## config.mk

```make
export PLATFORM = sky130hd
export DESIGN_NAME = text_printer_head_controller_unit
export DESIGN_NICKNAME = d
export VERILOG_FILES = /design/src/hdl/tphc_pkg.sv /design/src/hdl/tphc_front.sv /design/src/hdl/tphc_queue.sv /design/src/hdl/tphc_back.sv /design/src/hdl/text_printer_head_controller_unit.sv
export SDC_FILE = /design/constraint.sdc
export NUM_CORES = 1
export LEC_CHECK = 0
export ABC_AREA = 1
export BUFFER_PORTS_ARGS = -buffer_cell sky130_fd_sc_hd__buf_2
export CORE_ASPECT_RATIO = 1.5
export CORE_UTILIZATION = 55
export CTS_CLUSTER_DIAMETER = 150
export CTS_CLUSTER_SIZE = 40
export DETAILED_ROUTE_END_ITERATION = 12
export GPL_TIMING_DRIVEN = 0
export HOLD_SLACK_MARGIN = 0.15
export PLACE_DENSITY = 0.79
export SLEW_MARGIN = 10
export SYNTH_ARGS = -nofsm -noshare
export SYNTH_HDL_FRONTEND = slang
export SYNTH_HIERARCHICAL = 1
export SYNTH_SLANG_ARGS = --single-unit
```

## constraint.sdc

```tcl
create_clock -name clk_i -period 5.92 [get_ports clk_i]
set_input_delay 1.184 -clock clk_i [delete_from_list [all_inputs] [get_ports clk_i]]
set_output_delay 1.184 -clock clk_i [all_outputs]
set_load 0.01 [all_outputs]
```

## src/hdl/tphc_pkg.sv

```systemverilog
// Shared types, codes and constants of the text printer head controller.
package tphc_pkg;

  // Tab stops fall on multiples of this column count (a power of two).
  localparam int unsigned TabStop    = 8;
  localparam int unsigned QueueDepth = 4;
  localparam int unsigned QueuePtrW  = $clog2(QueueDepth);

  localparam logic [7:0] LineWidthReset = 8'd80;
  localparam logic [7:0] PageLinesReset = 8'd66;

  // Character codes.
  localparam logic [7:0] ChBel   = 8'h07;
  localparam logic [7:0] ChBs    = 8'h08;
  localparam logic [7:0] ChHt    = 8'h09;
  localparam logic [7:0] ChLf    = 8'h0a;
  localparam logic [7:0] ChVt    = 8'h0b;
  localparam logic [7:0] ChFf    = 8'h0c;
  localparam logic [7:0] ChCr    = 8'h0d;
  localparam logic [7:0] ChSo    = 8'h0e;
  localparam logic [7:0] ChSi    = 8'h0f;
  localparam logic [7:0] ChDc1   = 8'h11;
  localparam logic [7:0] ChDc2   = 8'h12;
  localparam logic [7:0] ChDc3   = 8'h13;
  localparam logic [7:0] ChDc4   = 8'h14;
  localparam logic [7:0] ChCan   = 8'h18;
  localparam logic [7:0] ChEsc   = 8'h1b;
  localparam logic [7:0] ChSpace = 8'h20;

  // Control byte bits.
  localparam int unsigned CtrlStrobeBit   = 0;
  localparam int unsigned CtrlAutofeedBit = 1;
  localparam int unsigned CtrlInitBit     = 2;
  localparam logic [7:0]  ControlReset    = 8'h04;

  // Status byte: low bits and busy-not always set, ack-not set when no ack pending.
  localparam logic [7:0] StatusLow   = 8'h1f;
  localparam logic [7:0] StatusBusyN = 8'h80;
  localparam logic [7:0] StatusAckN  = 8'h40;

  typedef enum logic [2:0] {
    REQ_DATA   = 3'd0,
    REQ_CTRL   = 3'd1,
    REQ_STATUS = 3'd2,
    REQ_ACKEND = 3'd3,
    REQ_IDLE   = 3'd4
  } req_e;

  typedef enum logic [1:0] {
    KIND_STATUS = 2'd0,
    KIND_CELL   = 2'd1,
    KIND_EJECT  = 2'd2,
    KIND_IRQ    = 2'd3
  } kind_e;

  typedef enum logic [0:0] {
    CFG_LINE_WIDTH = 1'b0,
    CFG_PAGE_LINES = 1'b1
  } cfg_idx_e;

  typedef enum logic [1:0] {
    OP_CTRL   = 2'd0,
    OP_STATUS = 2'd1,
    OP_ACK    = 2'd2,
    OP_IDLE   = 2'd3
  } op_e;

  typedef enum logic [2:0] {
    BC_PRINT  = 3'd0,
    BC_IGNORE = 3'd1,
    BC_BS     = 3'd2,
    BC_HT     = 3'd3,
    BC_VT     = 3'd4,
    BC_FF     = 3'd5,
    BC_CR     = 3'd6,
    BC_LF     = 3'd7
  } byte_class_e;

  typedef enum logic [1:0] {
    BK_IDLE  = 2'd0,
    BK_TAB   = 2'd1,
    BK_EJECT = 2'd2
  } back_state_e;

  typedef struct packed {
    op_e         op;
    logic        autofeed;
    logic        home;
    logic        strobe;
    byte_class_e byte_class;
    logic [7:0]  data;
  } cmd_t;

  typedef struct packed {
    kind_e      kind;
    logic [7:0] row;
    logic [7:0] column;
    logic [7:0] cell_char;
    logic [7:0] line_count;
    logic [7:0] status_byte;
    logic       last;
  } result_t;

endpackage

```

## src/hdl/tphc_front.sv

```systemverilog
// Front end: takes requests, tracks the data latch and control edges, issues commands.
module tphc_front (
  input  logic                clk_i,
  input  logic                rst_ni,
  input  logic                s_axis_tvalid,
  output logic                s_axis_tready,
  input  logic [7:0]          s_axis_tdata,  // value
  input  logic [2:0]          s_axis_tuser,  // req_type
  output logic                push_valid_o,
  input  logic                push_ready_i,
  output tphc_pkg::cmd_t      push_cmd_o
);

  logic [7:0] data_latch_q, data_latch_d;
  logic [7:0] control_last_q, control_last_d;
  logic       accept;
  tphc_pkg::byte_class_e byte_class;

  assign s_axis_tready = push_ready_i;
  assign accept        = s_axis_tvalid && push_ready_i;

  always_comb begin
    case (data_latch_q) inside
      tphc_pkg::ChBel, tphc_pkg::ChSo, tphc_pkg::ChSi, tphc_pkg::ChDc1, tphc_pkg::ChDc2,
      tphc_pkg::ChDc3, tphc_pkg::ChDc4, tphc_pkg::ChCan, tphc_pkg::ChEsc:
        byte_class = tphc_pkg::BC_IGNORE;
      tphc_pkg::ChBs: byte_class = tphc_pkg::BC_BS;
      tphc_pkg::ChHt: byte_class = tphc_pkg::BC_HT;
      tphc_pkg::ChVt: byte_class = tphc_pkg::BC_VT;
      tphc_pkg::ChFf: byte_class = tphc_pkg::BC_FF;
      tphc_pkg::ChCr: byte_class = tphc_pkg::BC_CR;
      tphc_pkg::ChLf: byte_class = tphc_pkg::BC_LF;
      default:        byte_class = tphc_pkg::BC_PRINT;
    endcase
  end

  always_comb begin
    data_latch_d   = data_latch_q;
    control_last_d = control_last_q;
    push_valid_o   = 1'b0;
    push_cmd_o.op         = tphc_pkg::OP_CTRL;
    push_cmd_o.autofeed   = s_axis_tdata[tphc_pkg::CtrlAutofeedBit];
    push_cmd_o.home       = s_axis_tdata[tphc_pkg::CtrlInitBit] &&
                            !control_last_q[tphc_pkg::CtrlInitBit];
    push_cmd_o.strobe     = !s_axis_tdata[tphc_pkg::CtrlStrobeBit] &&
                            control_last_q[tphc_pkg::CtrlStrobeBit];
    push_cmd_o.byte_class = byte_class;
    push_cmd_o.data       = data_latch_q;
    case (tphc_pkg::req_e'(s_axis_tuser))
      tphc_pkg::REQ_DATA: begin
        if (accept) data_latch_d = s_axis_tdata;
      end
      tphc_pkg::REQ_CTRL: begin
        push_valid_o = s_axis_tvalid;
        if (accept) control_last_d = s_axis_tdata;
      end
      tphc_pkg::REQ_STATUS: begin
        push_valid_o  = s_axis_tvalid;
        push_cmd_o.op = tphc_pkg::OP_STATUS;
      end
      tphc_pkg::REQ_ACKEND: begin
        push_valid_o  = s_axis_tvalid;
        push_cmd_o.op = tphc_pkg::OP_ACK;
      end
      tphc_pkg::REQ_IDLE: begin
        push_valid_o  = s_axis_tvalid;
        push_cmd_o.op = tphc_pkg::OP_IDLE;
      end
      default: ;  // unused request codes: drop
    endcase
  end

  always_ff @(posedge clk_i or negedge rst_ni) begin
    if (!rst_ni) begin
      data_latch_q   <= '0;
      control_last_q <= tphc_pkg::ControlReset;
    end else begin
      data_latch_q   <= data_latch_d;
      control_last_q <= control_last_d;
    end
  end

endmodule

```

## src/hdl/tphc_queue.sv

```systemverilog
// Short command queue between the front end and the print engine.
module tphc_queue (
  input  logic           clk_i,
  input  logic           rst_ni,
  input  logic           push_valid_i,
  output logic           push_ready_o,
  input  tphc_pkg::cmd_t push_cmd_i,
  output logic           pop_valid_o,
  input  logic           pop_ready_i,
  output tphc_pkg::cmd_t pop_cmd_o
);

  tphc_pkg::cmd_t mem_q [tphc_pkg::QueueDepth];
  logic [tphc_pkg::QueuePtrW-1:0] wr_ptr_q, rd_ptr_q;
  logic [tphc_pkg::QueuePtrW:0]   count_q;
  logic push, pop;

  assign push_ready_o = count_q != (tphc_pkg::QueuePtrW+1)'(tphc_pkg::QueueDepth);
  assign pop_valid_o  = count_q != '0;
  assign push         = push_valid_i && push_ready_o;
  assign pop          = pop_valid_o && pop_ready_i;
  assign pop_cmd_o    = mem_q[rd_ptr_q];

  always_ff @(posedge clk_i) begin
    if (push) mem_q[wr_ptr_q] <= push_cmd_i;
  end

  always_ff @(posedge clk_i or negedge rst_ni) begin
    if (!rst_ni) begin
      wr_ptr_q <= '0;
      rd_ptr_q <= '0;
      count_q  <= '0;
    end else begin
      if (push) wr_ptr_q <= wr_ptr_q + 1'b1;
      if (pop)  rd_ptr_q <= rd_ptr_q + 1'b1;
      if (push && !pop)      count_q <= count_q + 1'b1;
      else if (pop && !push) count_q <= count_q - 1'b1;
    end
  end

endmodule

```

## src/hdl/tphc_back.sv

```systemverilog
// Print engine: head position, page state, config registers and the result register.
module tphc_back (
  input  logic              clk_i,
  input  logic              rst_ni,
  input  logic              cfg_valid_i,
  input  logic              cfg_index_i,
  input  logic [7:0]        cfg_data_i,
  input  logic              cmd_valid_i,
  output logic              cmd_ready_o,
  input  tphc_pkg::cmd_t    cmd_i,
  output logic              res_valid_o,
  input  logic              res_ready_i,
  output tphc_pkg::result_t res_o
);

  tphc_pkg::back_state_e state_q, state_d;
  logic [7:0] col_q, col_d, row_q, row_d;
  logic       dirty_q, dirty_d, ack_q, ack_d;
  logic [7:0] tab_col_q, tab_col_d, lc_q, lc_d;
  logic [7:0] line_width_q, page_lines_q;
  logic       out_valid_q;
  tphc_pkg::result_t out_q, res_d;
  logic       emit, slot_free;

  // Head position after an optional home from the current control write.
  logic [7:0] col_h, row_h;
  logic       dirty_h;
  // Tab and line-feed step shared by the first cycle and the tab state.
  logic [7:0] step_col, step_row;
  logic       step_dirty;
  logic [8:0] step_next, lf_row;
  logic       tab_more, wrap, page_end;
  logic [7:0] lf_count;

  assign slot_free   = !out_valid_q || res_ready_i;
  assign res_valid_o = out_valid_q;
  assign res_o       = out_q;

  always_comb begin
    col_h   = cmd_i.home ? 8'd0 : col_q;
    row_h   = cmd_i.home ? 8'd0 : row_q;
    dirty_h = cmd_i.home ? 1'b0 : dirty_q;

    step_col   = (state_q == tphc_pkg::BK_TAB) ? tab_col_q : col_h;
    step_row   = (state_q == tphc_pkg::BK_TAB) ? row_q     : row_h;
    step_dirty = (state_q == tphc_pkg::BK_TAB) ? dirty_q   : dirty_h;
    step_next  = {1'b0, step_col} + 9'd1;
    wrap       = step_next >= {1'b0, line_width_q};
    tab_more   = !wrap && (step_next % tphc_pkg::TabStop) != '0;
    lf_row     = {1'b0, step_row} + 9'd1;
    page_end   = lf_row >= {1'b0, page_lines_q};
    lf_count   = lf_row[8] ? 8'hff : lf_row[7:0];
  end

  always_comb begin
    state_d   = state_q;
    col_d     = col_q;
    row_d     = row_q;
    dirty_d   = dirty_q;
    ack_d     = ack_q;
    tab_col_d = tab_col_q;
    lc_d      = lc_q;
    emit      = 1'b0;
    res_d     = '0;
    res_d.last = 1'b1;
    cmd_ready_o = 1'b0;

    case (state_q)
      tphc_pkg::BK_IDLE: begin
        if (cmd_valid_i && slot_free) begin
          cmd_ready_o = 1'b1;
          case (cmd_i.op)
            tphc_pkg::OP_STATUS: begin
              emit = 1'b1;
              res_d.kind = tphc_pkg::KIND_STATUS;
              res_d.status_byte = tphc_pkg::StatusLow | tphc_pkg::StatusBusyN |
                                  (ack_q ? 8'h00 : tphc_pkg::StatusAckN);
            end
            tphc_pkg::OP_ACK: begin
              if (ack_q) begin
                ack_d = 1'b0;
                emit  = 1'b1;
                res_d.kind = tphc_pkg::KIND_IRQ;
              end
            end
            tphc_pkg::OP_IDLE: begin
              if (dirty_q) begin
                emit = 1'b1;
                res_d.kind = tphc_pkg::KIND_EJECT;
                res_d.line_count = row_q;
                row_d   = '0;
                dirty_d = 1'b0;
              end
            end
            default: begin  // control write
              col_d   = col_h;
              row_d   = row_h;
              dirty_d = dirty_h;
              ack_d   = cmd_i.home ? 1'b0 : ack_q;
              if (cmd_i.strobe) begin
                ack_d = 1'b1;
                case (cmd_i.byte_class)
                  tphc_pkg::BC_IGNORE: ;
                  tphc_pkg::BC_BS: begin
                    if (col_h != '0) col_d = col_h - 8'd1;
                  end
                  tphc_pkg::BC_VT: col_d = '0;
                  tphc_pkg::BC_FF: begin
                    if (dirty_h) begin
                      emit = 1'b1;
                      res_d.kind = tphc_pkg::KIND_EJECT;
                      res_d.line_count = row_h;
                    end
                    row_d   = '0;
                    dirty_d = 1'b0;
                  end
                  tphc_pkg::BC_CR, tphc_pkg::BC_LF: begin
                    col_d = '0;
                    if (cmd_i.byte_class == tphc_pkg::BC_LF || cmd_i.autofeed) begin
                      if (page_end) begin
                        if (dirty_h) begin
                          emit = 1'b1;
                          res_d.kind = tphc_pkg::KIND_EJECT;
                          res_d.line_count = lf_count;
                        end
                        row_d   = '0;
                        dirty_d = 1'b0;
                      end else begin
                        row_d = lf_row[7:0];
                      end
                    end
                  end
                  tphc_pkg::BC_HT: begin
                    emit = 1'b1;
                    res_d.kind      = tphc_pkg::KIND_CELL;
                    res_d.row       = row_h;
                    res_d.column    = col_h;
                    res_d.cell_char = tphc_pkg::ChSpace;
                    if (tab_more) begin
                      res_d.last = 1'b0;
                      tab_col_d  = step_next[7:0];
                      state_d    = tphc_pkg::BK_TAB;
                    end else if (wrap) begin
                      col_d = '0;
                      if (page_end) begin
                        if (dirty_h) begin
                          res_d.last = 1'b0;
                          lc_d       = lf_count;
                          state_d    = tphc_pkg::BK_EJECT;
                        end else begin
                          row_d = '0;
                        end
                      end else begin
                        row_d = lf_row[7:0];
                      end
                    end else begin
                      col_d = step_next[7:0];
                    end
                  end
                  default: begin  // printable
                    emit = 1'b1;
                    res_d.kind      = tphc_pkg::KIND_CELL;
                    res_d.row       = row_h;
                    res_d.column    = col_h;
                    res_d.cell_char = cmd_i.data;
                    dirty_d = 1'b1;
                    if (wrap) begin
                      col_d = '0;
                      if (page_end) begin
                        res_d.last = 1'b0;
                        lc_d       = lf_count;
                        state_d    = tphc_pkg::BK_EJECT;
                      end else begin
                        row_d = lf_row[7:0];
                      end
                    end else begin
                      col_d = step_next[7:0];
                    end
                  end
                endcase
              end
            end
          endcase
        end
      end
      tphc_pkg::BK_TAB: begin
        if (slot_free) begin
          emit = 1'b1;
          res_d.kind      = tphc_pkg::KIND_CELL;
          res_d.row       = row_q;
          res_d.column    = tab_col_q;
          res_d.cell_char = tphc_pkg::ChSpace;
          state_d = tphc_pkg::BK_IDLE;
          if (tab_more) begin
            res_d.last = 1'b0;
            tab_col_d  = step_next[7:0];
            state_d    = tphc_pkg::BK_TAB;
          end else if (wrap) begin
            col_d = '0;
            if (page_end) begin
              if (step_dirty) begin
                res_d.last = 1'b0;
                lc_d       = lf_count;
                state_d    = tphc_pkg::BK_EJECT;
              end else begin
                row_d = '0;
              end
            end else begin
              row_d = lf_row[7:0];
            end
          end else begin
            col_d = step_next[7:0];
          end
        end
      end
      tphc_pkg::BK_EJECT: begin
        if (slot_free) begin
          emit = 1'b1;
          res_d.kind       = tphc_pkg::KIND_EJECT;
          res_d.line_count = lc_q;
          row_d   = '0;
          dirty_d = 1'b0;
          state_d = tphc_pkg::BK_IDLE;
        end
      end
      default: state_d = tphc_pkg::BK_IDLE;
    endcase
  end

  always_ff @(posedge clk_i or negedge rst_ni) begin
    if (!rst_ni) begin
      state_q      <= tphc_pkg::BK_IDLE;
      col_q        <= '0;
      row_q        <= '0;
      dirty_q      <= 1'b0;
      ack_q        <= 1'b0;
      out_valid_q  <= 1'b0;
      line_width_q <= tphc_pkg::LineWidthReset;
      page_lines_q <= tphc_pkg::PageLinesReset;
    end else begin
      state_q <= state_d;
      col_q   <= col_d;
      row_q   <= row_d;
      dirty_q <= dirty_d;
      ack_q   <= ack_d;
      if (emit)             out_valid_q <= 1'b1;
      else if (res_ready_i) out_valid_q <= 1'b0;
      if (cfg_valid_i) begin
        case (tphc_pkg::cfg_idx_e'(cfg_index_i))
          tphc_pkg::CFG_LINE_WIDTH: line_width_q <= cfg_data_i;
          tphc_pkg::CFG_PAGE_LINES: page_lines_q <= cfg_data_i;
          default: ;
        endcase
      end
    end
  end

  // Payload registers: loaded only when a result is issued.
  always_ff @(posedge clk_i) begin
    tab_col_q <= tab_col_d;
    lc_q      <= lc_d;
    if (emit) out_q <= res_d;
  end

endmodule

```

## src/hdl/text_printer_head_controller_unit.sv

```systemverilog
// Top level of the text printer head controller.
//
//  Channel   Direction  Contents
//  s_axis    in         tdata: value; tuser: req_type
//  m_axis    out        tdata: row, column, cell_char, line_count, status_byte;
//                       tuser: kind; tlast: last
//  cfg       in         cfg_index_i selects line_width (0) or page_lines (1)
//
// The front end takes one request per cycle while the four-entry command queue has room.
// The print engine spends one cycle per result while m_axis is ready; a tab emits up to
// 8 cells plus a page eject, and the next command waits until its last result is issued.
// A stalled m_axis holds the engine; the queue keeps the front end taking requests.
// Reset (rst_ni low) homes the head, clears the page and restores 80 columns, 66 lines.
module text_printer_head_controller_unit (
  input  logic        clk_i,
  input  logic        rst_ni,
  input  logic        s_axis_tvalid,
  output logic        s_axis_tready,
  input  logic [7:0]  s_axis_tdata,  // [7:0] value
  input  logic [2:0]  s_axis_tuser,  // [2:0] req_type
  output logic        m_axis_tvalid,
  input  logic        m_axis_tready,
  output logic [39:0] m_axis_tdata,  // row, column, cell_char, line_count, status_byte
  output logic [1:0]  m_axis_tuser,  // [1:0] kind
  output logic        m_axis_tlast,
  input  logic        cfg_valid_i,
  output logic        cfg_ready_o,
  input  logic        cfg_index_i,
  input  logic [7:0]  cfg_data_i
);

  logic              push_valid, push_ready, pop_valid, pop_ready;
  tphc_pkg::cmd_t    push_cmd, pop_cmd;
  tphc_pkg::result_t res;

  assign cfg_ready_o = 1'b1;

  tphc_front u_front (
    .clk_i         (clk_i),
    .rst_ni        (rst_ni),
    .s_axis_tvalid (s_axis_tvalid),
    .s_axis_tready (s_axis_tready),
    .s_axis_tdata  (s_axis_tdata),
    .s_axis_tuser  (s_axis_tuser),
    .push_valid_o  (push_valid),
    .push_ready_i  (push_ready),
    .push_cmd_o    (push_cmd)
  );

  tphc_queue u_queue (
    .clk_i        (clk_i),
    .rst_ni       (rst_ni),
    .push_valid_i (push_valid),
    .push_ready_o (push_ready),
    .push_cmd_i   (push_cmd),
    .pop_valid_o  (pop_valid),
    .pop_ready_i  (pop_ready),
    .pop_cmd_o    (pop_cmd)
  );

  tphc_back u_back (
    .clk_i       (clk_i),
    .rst_ni      (rst_ni),
    .cfg_valid_i (cfg_valid_i),
    .cfg_index_i (cfg_index_i),
    .cfg_data_i  (cfg_data_i),
    .cmd_valid_i (pop_valid),
    .cmd_ready_o (pop_ready),
    .cmd_i       (pop_cmd),
    .res_valid_o (m_axis_tvalid),
    .res_ready_i (m_axis_tready),
    .res_o       (res)
  );

  assign m_axis_tdata = {res.status_byte, res.line_count, res.cell_char, res.column, res.row};
  assign m_axis_tuser = res.kind;
  assign m_axis_tlast = res.last;

endmodule

```

==> impl_metrics.env <==
export IMPL_maxCapViolCount=0
export IMPL_grt_met3_usage=0.0432
export IMPL_grt_total_usage=0.286
export IMPL_drc_errors=0
export IMPL_via_count=8761
export IMPL_initial_utilization=0.567
export IMPL_worstSetupPathType="register to register"
export IMPL_status="complete, no violations"
export IMPL_maxSlewViolCount=0
export IMPL_end_kind="register"
export IMPL_fp_dieW_um=114
export IMPL_timing_final_crit_share=0.924
export IMPL_nets=1387
export IMPL_multi_input_area_um2=4410
export IMPL_fmax_mhz=183
export IMPL_synth_nets=1296
export IMPL_place_area_um2=11000
export IMPL_met2_usage=0.521
export IMPL_viasPerCell=5.52
export IMPL_regArea_um2=4870
export IMPL_cts_tree="yes"
export IMPL_grt_pass1_wl_mm=42.2
export IMPL_cts_htree_levels=4
export IMPL_cts_resized=0
export IMPL_cts_hold_buf=0
export IMPL_post_cts_setup_buffers=0
export IMPL_fillers=1565
export IMPL_io_buffers=68
export IMPL_rows=60
export IMPL_tns_ns=0
export IMPL_gp_congestion=0.964
export IMPL_hp_class="register to register"
export IMPL_first_iter_violations=656
export IMPL_avgSynthCellArea_um2=8.34
export IMPL_synth_mux_area_frac=0
export IMPL_dieArea_um2=19300
export IMPL_critical_path_startpoint_type="register"
export IMPL_gr_usage_met1=0.301
export IMPL_synthToLayoutAreaGrowth_pct=12.8
export IMPL_slew_headroom=0.361
export IMPL_yosysWarningCount=6
export IMPL_cp_arrival_ns=5.53
export IMPL_synthesis_area_um2=10300
export IMPL_root_buffer="clkbuf_16"
export IMPL_synth_top_family_by_area="simple AND/OR/NAND/NOR gates"
export IMPL_syn_inst=1236
export IMPL_drt_pass1_iter_count=5
export IMPL_post_route_min_period_ns=5.47
export IMPL_core_um2=18200
export IMPL_synth_top_area_frac=0.341
export IMPL_p_per_area_nw_per_um2=649
export IMPL_synth_xor_area_share=0.00425
export IMPL_first_global_vias=8689
export IMPL_ys_seq_area_frac=0.473
export IMPL_final_setup_viol_count=0
export IMPL_ioPinCount=71
export IMPL_synth_fa_ha_area_frac=0.0432
export IMPL_fin_area_um2=11600
export IMPL_antenna_cells=0
export IMPL_die_y_um=170
export IMPL_hold_viol=0
export IMPL_tightest_slew_ns=0.957
export IMPL_grt_ovfl_total=0
export IMPL_synth_enable_flop_cells=117
export IMPL_fin_total_pwr_mw=7.54
export IMPL_drtAntennaViolNets=0
export IMPL_layout_drive_gt1_share=0.172
export IMPL_cp_max_fo=10
export IMPL_wl_per_cell_um=16.6
export IMPL_p_leak_nw=5.52
export IMPL_synthDistinctLibCells=52
export IMPL_fin_skew_ns=0.0119
export IMPL_yosysMostFrequentCell="nand2_1"
export IMPL_drt_wl_total_mm=26.3
export IMPL_worstPathRequired_ns=5.98
export IMPL_synth_area_leaders="edfxtp_1 34%, nand2_1 13%, dfrtp_1 12%"
export IMPL_clock_sinks=171
export IMPL_ys_ff_latch=171
export IMPL_synth_async_reset_ratio=0.316
export IMPL_top_usage_layer="met2"
export IMPL_hpwl_mm=19.4
export IMPL_synth_commonest_cells="360 x nand2_1, 182 x inv_1, 117 x edfxtp_1"
export IMPL_cts_buffer_depth=2
export IMPL_synthFlopType="edfxtp_1"
export IMPL_rsz0062_at_grt="no"
export IMPL_synthSimpleGateAreaFrac=0.244
export IMPL_antenna_found_initial=0
export IMPL_synth_compound_area_frac=0.135
export IMPL_ir_drop_mv=0.300
export IMPL_clk_latency_ns=0.43
export IMPL_path_clk_slew_ns=0.07
export IMPL_yosys_area_top_type="edfxtp_1"
export IMPL_numCtsBuffers=17
export IMPL_grt_max_degree=55
[placed cells by master, fill, tap and decap left out, drive strengths merged]
cell and n:
nand2 371, inv 202, edfxtp 117, nor2 112
buf 103, nand3 70, o21ai 62, dfrtp 49
a21oi 44, o211ai 37, ha 34, clkbuf 26
nor3 25, o22ai 24, a21boi 10, nand4 9
clkinv 9, o21bai 5, a31oi 5, dfstp 5
xor2 3, conb 2, nand3b 2, xnor2 2
a22oi 2, o31ai 2, a211oi 2, bufinv 1
a41oi 1, o311ai 1, or2 1, o21a 1
fa 1
[area by class of cell]
type,instances,share of cell area
Buffer,40,0.0249
Clock buffer,17,0.0366
Clock inverter,15,0.0135
Inverter,197,0.0640
Multi-Input combinational cell,828,0.380
Sequential cell,171,0.419
Tap cell,248,0.0267
Timing Repair Buffer,72,0.0351
[sequential cells by signal, summed over array words and instances, names as in the netlist]
register / flops
u_back/ack_q: 1
u_back/col_q: 8
u_back/dirty_q: 1
u_back/lc_q: 8
u_back/line_width_q: 8
u_back/page_lines_q: 8
u_back/res_o: 37
u_back/res_valid_o: 1
u_back/row_q: 8
u_back/state_q: 2
u_back/tab_col_q: 8
u_front/control_last_q: 2
u_front/data_latch_q: 8
u_queue/count_q: 3
u_queue/mem_q: 64
u_queue/rd_ptr_q: 2
u_queue/wr_ptr_q: 2
[per-layer routing]
metal	vias up	wire length, um	part of all wire
met1	4037	9450	0.36
li1	4235	-	-
met2	380	13800	0.52
met3	109	1500	0.057
met4	0	1570	0.060
met5	-	0	0
[power breakdown]
| part | internal [mW] | switching [mW] |
|---|---|---|
| Sequential | 1.81 | 0.199 |
| Clock | 0.596 | 0.501 |
| Combinational | 1.39 | 3.05 |
[per-stage QoR]
step                std cells  hold slack, ns  utilization  setup slack, ns
floorplan                1236           0.453            -             1.42
global placement         1552           0.468        0.603            0.334
detailed placement       1556           0.475        0.607            0.230
CTS                      1588           0.491        0.639            0.196
global route             1588           0.506        0.639           0.0833
finish                   1588           0.487        0.639            0.453
[cells by family after synthesis]
kind of cell,Yosys count
compound gates,196
xor+xnor,5
fa+ha+maj,35
buf+inv,237
flops,171
other cells,2
simple gates,590
[critical path, stage by stage (launching register included)]
cell and delay [ns]:
dfrtp_1 0.41, inv_2 0.08, buf_6 0.14, buf_6 0.19
o211ai_2 0.09, nand2_1 0.24, buf_6 0.23, nor2_1 0.12
a21boi_1 0.31, inv_1 0.18, ha_1 0.24, nand2_1 0.13
nor2_4 0.07, xnor2_1 0.31, inv_1 0.12, ha_1 0.32
nand2_1 0.08, nor2_1 0.05, a41oi_1 0.48, nand4_2 0.26
buf_6 0.21, nor2_1 0.12, a22oi_1 0.11, nor2_1 0.58
[path summary, 6_finish.rpt]
kind / startpoint / end / slack (ns) / depth (start not counted)
setup / recovery: u_queue/rd_ptr_q[0] / u_back/tab_col_q[3] / 0.45 / 23
hold / removal: u_back/line_width_q[3] / u_back/line_width_q[3] / 0.49 / 2
setup reg to reg: u_queue/rd_ptr_q[0] / u_back/tab_col_q[3] / 0.45 / 23
hold reg to reg: u_back/line_width_q[3] / u_back/line_width_q[3] / 0.49 / 2
max in group asynchronous: rst_ni / u_front/control_last_q[0] / 4.59 / 1
min in group asynchronous: rst_ni / u_queue/wr_ptr_q[1] / 0.80 / 1
(Power assumes the default switching activity.)
